<file path="config.mk">
export PLATFORM = sky130hd
export DESIGN_NAME = encoder_motion_estimator
export DESIGN_NICKNAME = d
export VERILOG_FILES = /design/src/design/eme_pkg.sv /design/src/design/eme_ctrl.sv /design/src/design/eme_datapath.sv /design/src/design/encoder_motion_estimator.sv
export SDC_FILE = /design/constraint.sdc
export NUM_CORES = 2
export LEC_CHECK = 0
export BUFFER_PORTS_ARGS = -buffer_cell sky130_fd_sc_hd__clkbuf_2
export CORE_ASPECT_RATIO = 1.5
export CORE_MARGIN = 3
export CORE_UTILIZATION = 50
export CTS_BUF_LIST = sky130_fd_sc_hd__clkbuf_16
export DETAILED_ROUTE_END_ITERATION = 7
export PLACE_DENSITY = 0.74
export SETUP_SLACK_MARGIN = 0.2
export SYNTH_ARGS = -nofsm -noshare
export SYNTH_HDL_FRONTEND = slang
export SYNTH_SLANG_ARGS = --single-unit
</file>
<file path="constraint.sdc">
create_clock -name aclk -period 11 [get_ports aclk]
set_input_delay 0.55 -clock aclk [delete_from_list [all_inputs] [get_ports aclk]]
set_output_delay 0.55 -clock aclk [all_outputs]
set_load 0.01 [all_outputs]
</file>
<file path="src/design/eme_pkg.sv">
// shared types, register indexes, reset values and saturation helpers of the motion estimator
`default_nettype none

package eme_pkg;

    // configuration register indexes
    localparam int CFG_INDEX_W = 2;
    localparam logic [CFG_INDEX_W-1:0] CFG_SCALE_WORD     = 2'd0;
    localparam logic [CFG_INDEX_W-1:0] CFG_POSITION_SHIFT = 2'd1;
    localparam logic [CFG_INDEX_W-1:0] CFG_VELOCITY_SHIFT = 2'd2;

    // register widths and reset values
    localparam int CFG_DATA_W = 32;
    localparam int SHIFT_W    = 5;
    localparam logic [CFG_DATA_W-1:0] SCALE_WORD_RESET     = 32'h0000_8000;
    localparam logic [SHIFT_W-1:0]    POSITION_SHIFT_RESET = 5'd4;
    localparam logic [SHIFT_W-1:0]    VELOCITY_SHIFT_RESET = 5'd6;

    // stream widths
    localparam int COUNT_W   = 16;
    localparam int SAMPLE_W  = 16;
    localparam int ACC_W     = 32;
    localparam int S_TDATA_W = 16;
    localparam int M_TDATA_W = 64;

    // fractional bits of the lower scale half
    localparam int Q15_SHIFT = 15;

    // commands from the controller to the datapath
    typedef struct packed {
        logic load_in;    // capture count reading, form wrapped difference
        logic mul_hi;     // signed upper scale half times sample
        logic mul_lo;     // unsigned lower scale half times sample
        logic scale;      // combine products and saturate
        logic acc;        // add sample into accumulator
        logic leak;       // leak accumulator, form filter output
        logic vdiff;      // difference of successive smooth positions
        logic out_load;   // move results into the output register
        logic vel;        // working on the velocity path
    } eme_cmd_t;

    // status from the datapath to the controller
    typedef struct packed {
        logic out_free;   // output register can take a new result
    } eme_status_t;

    // saturate a 34-bit signed value to 16 bits
    function automatic logic [15:0] sat16_from34(input logic [33:0] v);
        logic [18:0] ext;
        ext = {19{v[33]}};
        if (v[33:15] == ext) begin
            return v[15:0];
        end
        return v[33] ? 16'h8000 : 16'h7fff;
    endfunction

    // saturate a 32-bit signed value to 16 bits
    function automatic logic [15:0] sat16_from32(input logic [31:0] v);
        logic [16:0] ext;
        ext = {17{v[31]}};
        if (v[31:15] == ext) begin
            return v[15:0];
        end
        return v[31] ? 16'h8000 : 16'h7fff;
    endfunction

    // saturate a 17-bit signed value to 16 bits
    function automatic logic [15:0] sat16_from17(input logic [16:0] v);
        if (v[16] == v[15]) begin
            return v[15:0];
        end
        return v[16] ? 16'h8000 : 16'h7fff;
    endfunction

    // saturate a 33-bit signed value to 32 bits
    function automatic logic [31:0] sat32_from33(input logic [32:0] v);
        if (v[32] == v[31]) begin
            return v[31:0];
        end
        return v[32] ? 32'h8000_0000 : 32'h7fff_ffff;
    endfunction

endpackage

`default_nettype wire

</file>
<file path="src/design/eme_ctrl.sv">
// sequencer that steps the shared multiplier and filter datapath through one item
`default_nettype none

module eme_ctrl
    import eme_pkg::*;
(
    input  wire logic        aclk,
    input  wire logic        aresetn,
    input  wire logic        s_tvalid,
    output logic             s_tready,
    input  wire eme_status_t status,
    output eme_cmd_t         cmd
);

    // state codes
    localparam logic [2:0] ST_IDLE   = 3'd0;
    localparam logic [2:0] ST_MUL_HI = 3'd1;
    localparam logic [2:0] ST_MUL_LO = 3'd2;
    localparam logic [2:0] ST_SCALE  = 3'd3;
    localparam logic [2:0] ST_ACC    = 3'd4;
    localparam logic [2:0] ST_LEAK   = 3'd5;
    localparam logic [2:0] ST_VDIFF  = 3'd6;
    localparam logic [2:0] ST_DONE   = 3'd7;

    logic [2:0] state_reg, state_next;
    logic       vel_reg, vel_next;
    logic       accept;

    assign s_tready = (state_reg == ST_IDLE);
    assign accept   = s_tvalid && s_tready;

    // next state and datapath commands
    always_comb begin
        state_next   = state_reg;
        vel_next     = vel_reg;
        cmd          = '0;
        cmd.vel      = vel_reg;
        case (state_reg)
            ST_IDLE: begin
                cmd.load_in = accept;
                if (accept) begin
                    vel_next   = 1'b0;
                    state_next = ST_MUL_HI;
                end
            end
            ST_MUL_HI: begin
                cmd.mul_hi = 1'b1;
                state_next = ST_MUL_LO;
            end
            ST_MUL_LO: begin
                cmd.mul_lo = 1'b1;
                state_next = ST_SCALE;
            end
            ST_SCALE: begin
                cmd.scale  = 1'b1;
                state_next = ST_ACC;
            end
            ST_ACC: begin
                cmd.acc    = 1'b1;
                state_next = ST_LEAK;
            end
            ST_LEAK: begin
                cmd.leak   = 1'b1;
                state_next = vel_reg ? ST_DONE : ST_VDIFF;
            end
            ST_VDIFF: begin
                cmd.vdiff  = 1'b1;
                vel_next   = 1'b1;
                state_next = ST_MUL_HI;
            end
            ST_DONE: begin
                // wait for the output register to free up
                if (status.out_free) begin
                    cmd.out_load = 1'b1;
                    state_next   = ST_IDLE;
                end
            end
            default: begin
                state_next = ST_IDLE;
            end
        endcase
    end

    // state registers
    always_ff @(posedge aclk) begin
        if (!aresetn) begin
            state_reg <= ST_IDLE;
            vel_reg   <= 1'b0;
        end else begin
            state_reg <= state_next;
            vel_reg   <= vel_next;
        end
    end

endmodule

`default_nettype wire

</file>
<file path="src/design/eme_datapath.sv">
// configuration registers, shared scale multiplier, leaky filters and output register
`default_nettype none

module eme_datapath
    import eme_pkg::*;
(
    input  wire logic                   aclk,
    input  wire logic                   aresetn,
    input  wire logic                   cfg_wr_en,
    input  wire logic [CFG_INDEX_W-1:0] cfg_index,
    input  wire logic [CFG_DATA_W-1:0]  cfg_wdata,
    input  wire logic [S_TDATA_W-1:0]   s_tdata,
    output logic                        m_tvalid,
    input  wire logic                   m_tready,
    output logic [M_TDATA_W-1:0]        m_tdata,
    input  wire eme_cmd_t               cmd,
    output eme_status_t                 status
);

    // configuration
    logic [CFG_DATA_W-1:0] scale_word_reg;
    logic [SHIFT_W-1:0]    position_shift_reg;
    logic [SHIFT_W-1:0]    velocity_shift_reg;

    // item state
    logic [COUNT_W-1:0]        last_count_reg;
    logic signed [SAMPLE_W-1:0] last_smooth_reg;
    logic signed [ACC_W-1:0]   pos_acc_reg;
    logic signed [ACC_W-1:0]   vel_acc_reg;

    // working registers
    logic signed [SAMPLE_W-1:0] diff_reg;
    logic signed [32:0]        ph_reg;
    logic signed [32:0]        pl_reg;
    logic signed [ACC_W-1:0]   a_reg;
    logic [SAMPLE_W-1:0]       raw_pos_reg;
    logic [SAMPLE_W-1:0]       smooth_pos_reg;
    logic [SAMPLE_W-1:0]       raw_vel_reg;
    logic [SAMPLE_W-1:0]       smooth_vel_reg;

    // output register
    logic                 out_valid_reg;
    logic [M_TDATA_W-1:0] out_data_reg;

    // shared multiplier operands and combined terms
    logic signed [16:0]        mul_a;
    logic signed [32:0]        mul_p;
    logic signed [32:0]        pl_shift;
    logic signed [33:0]        scale_sum;
    logic [SAMPLE_W-1:0]       scaled;
    logic signed [SAMPLE_W-1:0] x_sel;
    logic signed [ACC_W-1:0]   acc_sel;
    logic signed [32:0]        acc_sum;
    logic [SHIFT_W-1:0]        shift_sel;
    logic signed [ACC_W-1:0]   leak_y;
    logic signed [32:0]        leak_rem;
    logic [ACC_W-1:0]          acc_new;
    logic [SAMPLE_W-1:0]       y16;
    logic signed [16:0]        vd_sum;

    assign mul_a = cmd.mul_hi ? $signed({scale_word_reg[31], scale_word_reg[31:16]})
                              : $signed({1'b0, scale_word_reg[15:0]});
    assign mul_p = mul_a * diff_reg;

    // upper*2*x plus lower*x shifted down by the fraction bits
    assign pl_shift  = pl_reg >>> Q15_SHIFT;
    assign scale_sum = $signed({ph_reg, 1'b0}) + $signed({pl_shift[32], pl_shift});
    assign scaled    = sat16_from34(scale_sum);

    // filter path selection
    assign x_sel     = cmd.vel ? $signed(raw_vel_reg) : $signed(raw_pos_reg);
    assign acc_sel   = cmd.vel ? vel_acc_reg : pos_acc_reg;
    assign shift_sel = cmd.vel ? velocity_shift_reg : position_shift_reg;
    assign acc_sum   = $signed({acc_sel[31], acc_sel}) + $signed({{17{x_sel[15]}}, x_sel});

    // leak step
    assign leak_y   = a_reg >>> shift_sel;
    assign leak_rem = $signed({a_reg[31], a_reg}) - $signed({leak_y[31], leak_y});
    assign acc_new  = sat32_from33(leak_rem);
    assign y16      = sat16_from32(leak_y);

    // velocity input difference
    assign vd_sum = $signed({smooth_pos_reg[15], smooth_pos_reg})
                  - $signed({last_smooth_reg[15], last_smooth_reg});

    // configuration writes
    always_ff @(posedge aclk) begin
        if (!aresetn) begin
            scale_word_reg     <= SCALE_WORD_RESET;
            position_shift_reg <= POSITION_SHIFT_RESET;
            velocity_shift_reg <= VELOCITY_SHIFT_RESET;
        end else if (cfg_wr_en) begin
            case (cfg_index)
                CFG_SCALE_WORD:     scale_word_reg     <= cfg_wdata;
                CFG_POSITION_SHIFT: position_shift_reg <= cfg_wdata[SHIFT_W-1:0];
                CFG_VELOCITY_SHIFT: velocity_shift_reg <= cfg_wdata[SHIFT_W-1:0];
                default: begin
                end
            endcase
        end
    end

    // history and accumulators
    always_ff @(posedge aclk) begin
        if (!aresetn) begin
            last_count_reg  <= '0;
            last_smooth_reg <= '0;
            pos_acc_reg     <= '0;
            vel_acc_reg     <= '0;
        end else begin
            if (cmd.load_in) begin
                last_count_reg <= s_tdata[COUNT_W-1:0];
            end
            if (cmd.vdiff) begin
                last_smooth_reg <= smooth_pos_reg;
            end
            if (cmd.leak) begin
                if (cmd.vel) begin
                    vel_acc_reg <= acc_new;
                end else begin
                    pos_acc_reg <= acc_new;
                end
            end
        end
    end

    // working registers
    always_ff @(posedge aclk) begin
        if (cmd.load_in) begin
            diff_reg <= s_tdata[COUNT_W-1:0] - last_count_reg;
        end
        if (cmd.vdiff) begin
            diff_reg <= sat16_from17(vd_sum);
        end
        if (cmd.mul_hi) begin
            ph_reg <= mul_p;
        end
        if (cmd.mul_lo) begin
            pl_reg <= mul_p;
        end
        if (cmd.scale) begin
            if (cmd.vel) begin
                raw_vel_reg <= scaled;
            end else begin
                raw_pos_reg <= scaled;
            end
        end
        if (cmd.acc) begin
            a_reg <= sat32_from33(acc_sum);
        end
        if (cmd.leak) begin
            if (cmd.vel) begin
                smooth_vel_reg <= y16;
            end else begin
                smooth_pos_reg <= y16;
            end
        end
    end

    // output register, holds a result until the transaction completes
    assign status.out_free = !out_valid_reg || m_tready;

    always_ff @(posedge aclk) begin
        if (!aresetn) begin
            out_valid_reg <= 1'b0;
        end else if (cmd.out_load) begin
            out_valid_reg <= 1'b1;
        end else if (m_tready) begin
            out_valid_reg <= 1'b0;
        end
    end

    always_ff @(posedge aclk) begin
        if (cmd.out_load) begin
            out_data_reg <= {smooth_vel_reg, raw_vel_reg, smooth_pos_reg, raw_pos_reg};
        end
    end

    assign m_tvalid = out_valid_reg;
    assign m_tdata  = out_data_reg;

endmodule

`default_nettype wire

</file>
<file path="src/design/encoder_motion_estimator.sv">
// top level of the encoder motion estimator: position and velocity deltas per counter reading
//
// channel   direction  payload
// s_*       in         count_reading
// m_*       out        raw/smooth position delta, raw/smooth velocity delta
// cfg_*     in         register writes: scale_word, position_shift, velocity_shift
//
// the sequencer steps an item from its acceptance to its result entering the output register,
// paced by the single shared 17x16 multiplier: each of the two scale steps uses it twice,
// followed by a saturate, an accumulate and a leak step per filter, plus a velocity
// difference step between the passes and a load step that waits for a free output register.
// a new reading is accepted no sooner than the cycle after the result is loaded.
// reset (aresetn low, synchronous) clears histories and accumulators, loads register defaults.
// a stalled output holds its transaction; the sequencer waits only to reload it.
`default_nettype none

module encoder_motion_estimator
    import eme_pkg::*;
(
    input  wire logic                   aclk,
    input  wire logic                   aresetn,
    // configuration
    input  wire logic                   cfg_wr_en,
    input  wire logic [CFG_INDEX_W-1:0] cfg_index,
    input  wire logic [CFG_DATA_W-1:0]  cfg_wdata,
    // input stream
    input  wire logic                   s_tvalid,
    output logic                        s_tready,
    input  wire logic [S_TDATA_W-1:0]   s_tdata,   // [15:0] count_reading
    // result stream
    output logic                        m_tvalid,
    input  wire logic                   m_tready,
    output logic [M_TDATA_W-1:0]        m_tdata    // [15:0] raw_position_delta,
                                                   // [31:16] smooth_position_delta,
                                                   // [47:32] raw_velocity_delta,
                                                   // [63:48] smooth_velocity_delta
);

    eme_cmd_t    cmd;
    eme_status_t status;

    // sequencer
    eme_ctrl u_ctrl (
        .aclk     (aclk),
        .aresetn  (aresetn),
        .s_tvalid (s_tvalid),
        .s_tready (s_tready),
        .status   (status),
        .cmd      (cmd)
    );

    // arithmetic and storage
    eme_datapath u_datapath (
        .aclk      (aclk),
        .aresetn   (aresetn),
        .cfg_wr_en (cfg_wr_en),
        .cfg_index (cfg_index),
        .cfg_wdata (cfg_wdata),
        .s_tdata   (s_tdata),
        .m_tvalid  (m_tvalid),
        .m_tready  (m_tready),
        .m_tdata   (m_tdata),
        .cmd       (cmd),
        .status    (status)
    );

endmodule

`default_nettype wire
</file>
==> impl_metrics.ini <==
[status]
status = finished, final reports clean

[power]
peakVddDrop_uv = 118
seqPwrFrac = 0.326
p_switching_mw = 2.13
power_frac_clock = 0.236
cellLeakagePower_nw = 15.4
p_per_area_mw_per_mm2 = 159
power_frac_comb = 0.438
internal_power_mw = 3.37
swShare = 0.387

[clock_network]
cts-resized-gates = 0
htreeDepth = 2
cts_root_buf = clkbuf_16
cts_tree = yes
clk_path_buf_depth = 3
cts_hold_buffers = 0
post_cts_buffers = 0
cts.sinks = 370
clk_latency_ns = 0.57
cts.reportedPaths.clkPinSlew_ns = 0.06
numCtsBuffers = 37

[route]
vias = 24371
dr.pass1.iters = 5
wl_per_cell_um = 19.9
wl_um = 84100
drc = 0
ant_nets = 0
drtIter0Drc = 1389
via_per_inst = 5.78

[finish]
final_util = 0.551
largest_reg_flops = 64
n_antenna_cell = 0
drive_above_1_share = 0.0965
fin_cells = 4219
final_area_mm2 = 0.0346
finalNetCount = 3939
area_delta_synth_final_pct = 8.13

[sta]
setup_tns_ns = 0
hold_violations = 0
clock-skew-final_ns = 0.0348
slew-limit-headroom = 0.246
period_needed_ns = 8.32
maxSlewViolCount = 0
finalSetupViolations = 0
fmax_ghz = 0.120
final.period_utilization = 0.756
worst_hold_slack_ns = 0.215
rsz0062_at_grt = no
worstMarginPinSlew_ns = 1.13

[job]
drv_cap = 0

[setup_path]
path_cells = nor2b_1, nor2b_4, buf_4, mux2_2, nand2_1, fa_1, fa_1, fa_1, inv_1, fa_1, fa_1, inv_1, fa_1, inv_1, ha_1, a2111oi_0, o41ai_1, a221o_1, a21oi_1, o21bai_1, a21oi_1, xnor2_1
criticalPathCategory = register to register
crit_required_ns = 11.29
startpoint_type = register
crit_arrival_ns = 8.61
end_kind = register
cp_slowest_cell = a2111oi_0
crit_path_max_fanout = 46
critical_path.most_common_cell = fa_1
max_stage_delay_ns = 0.78

[global_routing]
grt_max_degree = 73
grt_pass1_wl_um = 134000
first_global_vias = 25392
gr-usage-all-layers = 0.256
antenna_found_initial = 1
grt_overflow = 0

[floorplanning]
die_w_um = 212
ios = 121
die-area_mm2 = 0.0671
rows = 112
floorplan.initialDensity = 0.509
coreArea_mm2 = 0.0628
fp.dieH_um = 316

[yosys]
synth_most_common_cell = nand2_1
yosys-top-cells-count = 424 x nand2_1, 391 x inv_1, 292 x a21oi_1
yosys.cell_types.count = 86
synth_area_leader_cell = edfxtp_1
synth_top_cell_area_share = 0.213
ys.warnings.count = 0
synth_edf_count = 227
ys_ff_latch = 370
ys.flop_type = edfxtp_1
syn_inst = 3342
syn_nets = 3888
synth_area_leaders = edfxtp_1 21%, fa_1 18%, dfxtp_1 9.0%
seq_area_frac_synth = 0.303
syn_avg_cell_area_um2 = 9.57
async_reset_ff_frac = 0
syn_area_mm2 = 0.0320

[placement]
gp_congestion = 0.946
post-place-cells = 4152
port_buffers = 120
dpl.hpwl_um = 66100
placed_area_mm2 = 0.0333

[hold_path]
min_path_type = input pin to register
## cell usage in the layout, fill, tap and decap left out, drive strengths merged, types with 70 or more instances in the layout
cell type,synthesis,routed
clkbuf,112,158
a21oi,292,292
dfxtp,143,143
xnor2,90,90
nand2,424,424
a21o,70,70
o21ai,116,116
edfxtp,227,227
and2,132,132
ha,210,210
mux2,70,70
mux2i,135,135
nor2,133,133
fa,281,281
inv,393,403
## power groups by stage
stage | clock network [mW] | logic [mW] | registers (mW)
2_1_floorplan | 0 | 1.81 | 1.74
3_3_place_gp | 0 | 2.35 | 1.82
3_5_place_dp | 0 | 2.39 | 1.82
4_1_cts | 1.32 | 2.42 | 1.79
5_1_grt | 1.38 | 2.71 | 1.80
6_report | 1.30 | 2.40 | 1.79
## layout make-up
type,instances,area (µm²)
clock buffers,38,951
clock inverters,29,277
inverters,395,1480
fillers,5534,28200
well taps,798,998
repair buffers,144,781
flip-flops and latches,370,9680
multi-input cells,2445,20400
## metrics by stage
step	total power, mW	worst slack [ns]
2_1_floorplan	3.56	2.58
3_3_place_gp	4.16	2.86
3_5_place_dp	4.21	2.69
4_1_cts	5.53	2.68
5_1_grt	5.88	2.13
6_report	5.50	2.68
## critical path: cells and delay by family, from the launching register on
family	cells	cell delay [ns]
adders and majority gates	7	3.35
AOI/OAI and AO/OA	6	2.00
and+or+nand+nor	3	0.82
buffers and inverters	4	0.75
DFF	1	0.54
muxes	1	0.48
xor gates and xnor gates	1	0.12
## final timing paths
kind / startpoint / end / slack [ns] / cells after the start
max: u_ctrl.state_reg[0] / u_datapath.ph_reg[29] / 2.68 / 22
max reg2reg: u_ctrl.state_reg[0] / u_datapath.ph_reg[29] / 2.68 / 22
min reg2reg: u_datapath.smooth_vel_reg[8] / u_datapath.m_tdata[56] / 0.42 / 0
min: cfg_wdata[18] / u_datapath.scale_word_reg[18] / 0.22 / 3
## per-layer routing
metal	vias to the layer above	routed length, µm	global-route usage
met2	672	44200	0.471
met4	2	7010	0.181
met1	11968	29800	0.271
met3	285	3150	0.0241
met5	-	10	0
li1	11444	-	-
## logic make-up after synthesis
kind of cell / after synthesis / synth area share
simple gates: 922 / 0.136
compound gates: 687 / 0.134
buf+inv: 527 / 0.0628
fa+ha+maj: 499 / 0.261
flops: 370 / 0.303
mux: 206 / 0.0677
xor+xnor: 131 / 0.0359
Note: power is estimated with default switching activity, not from simulation.
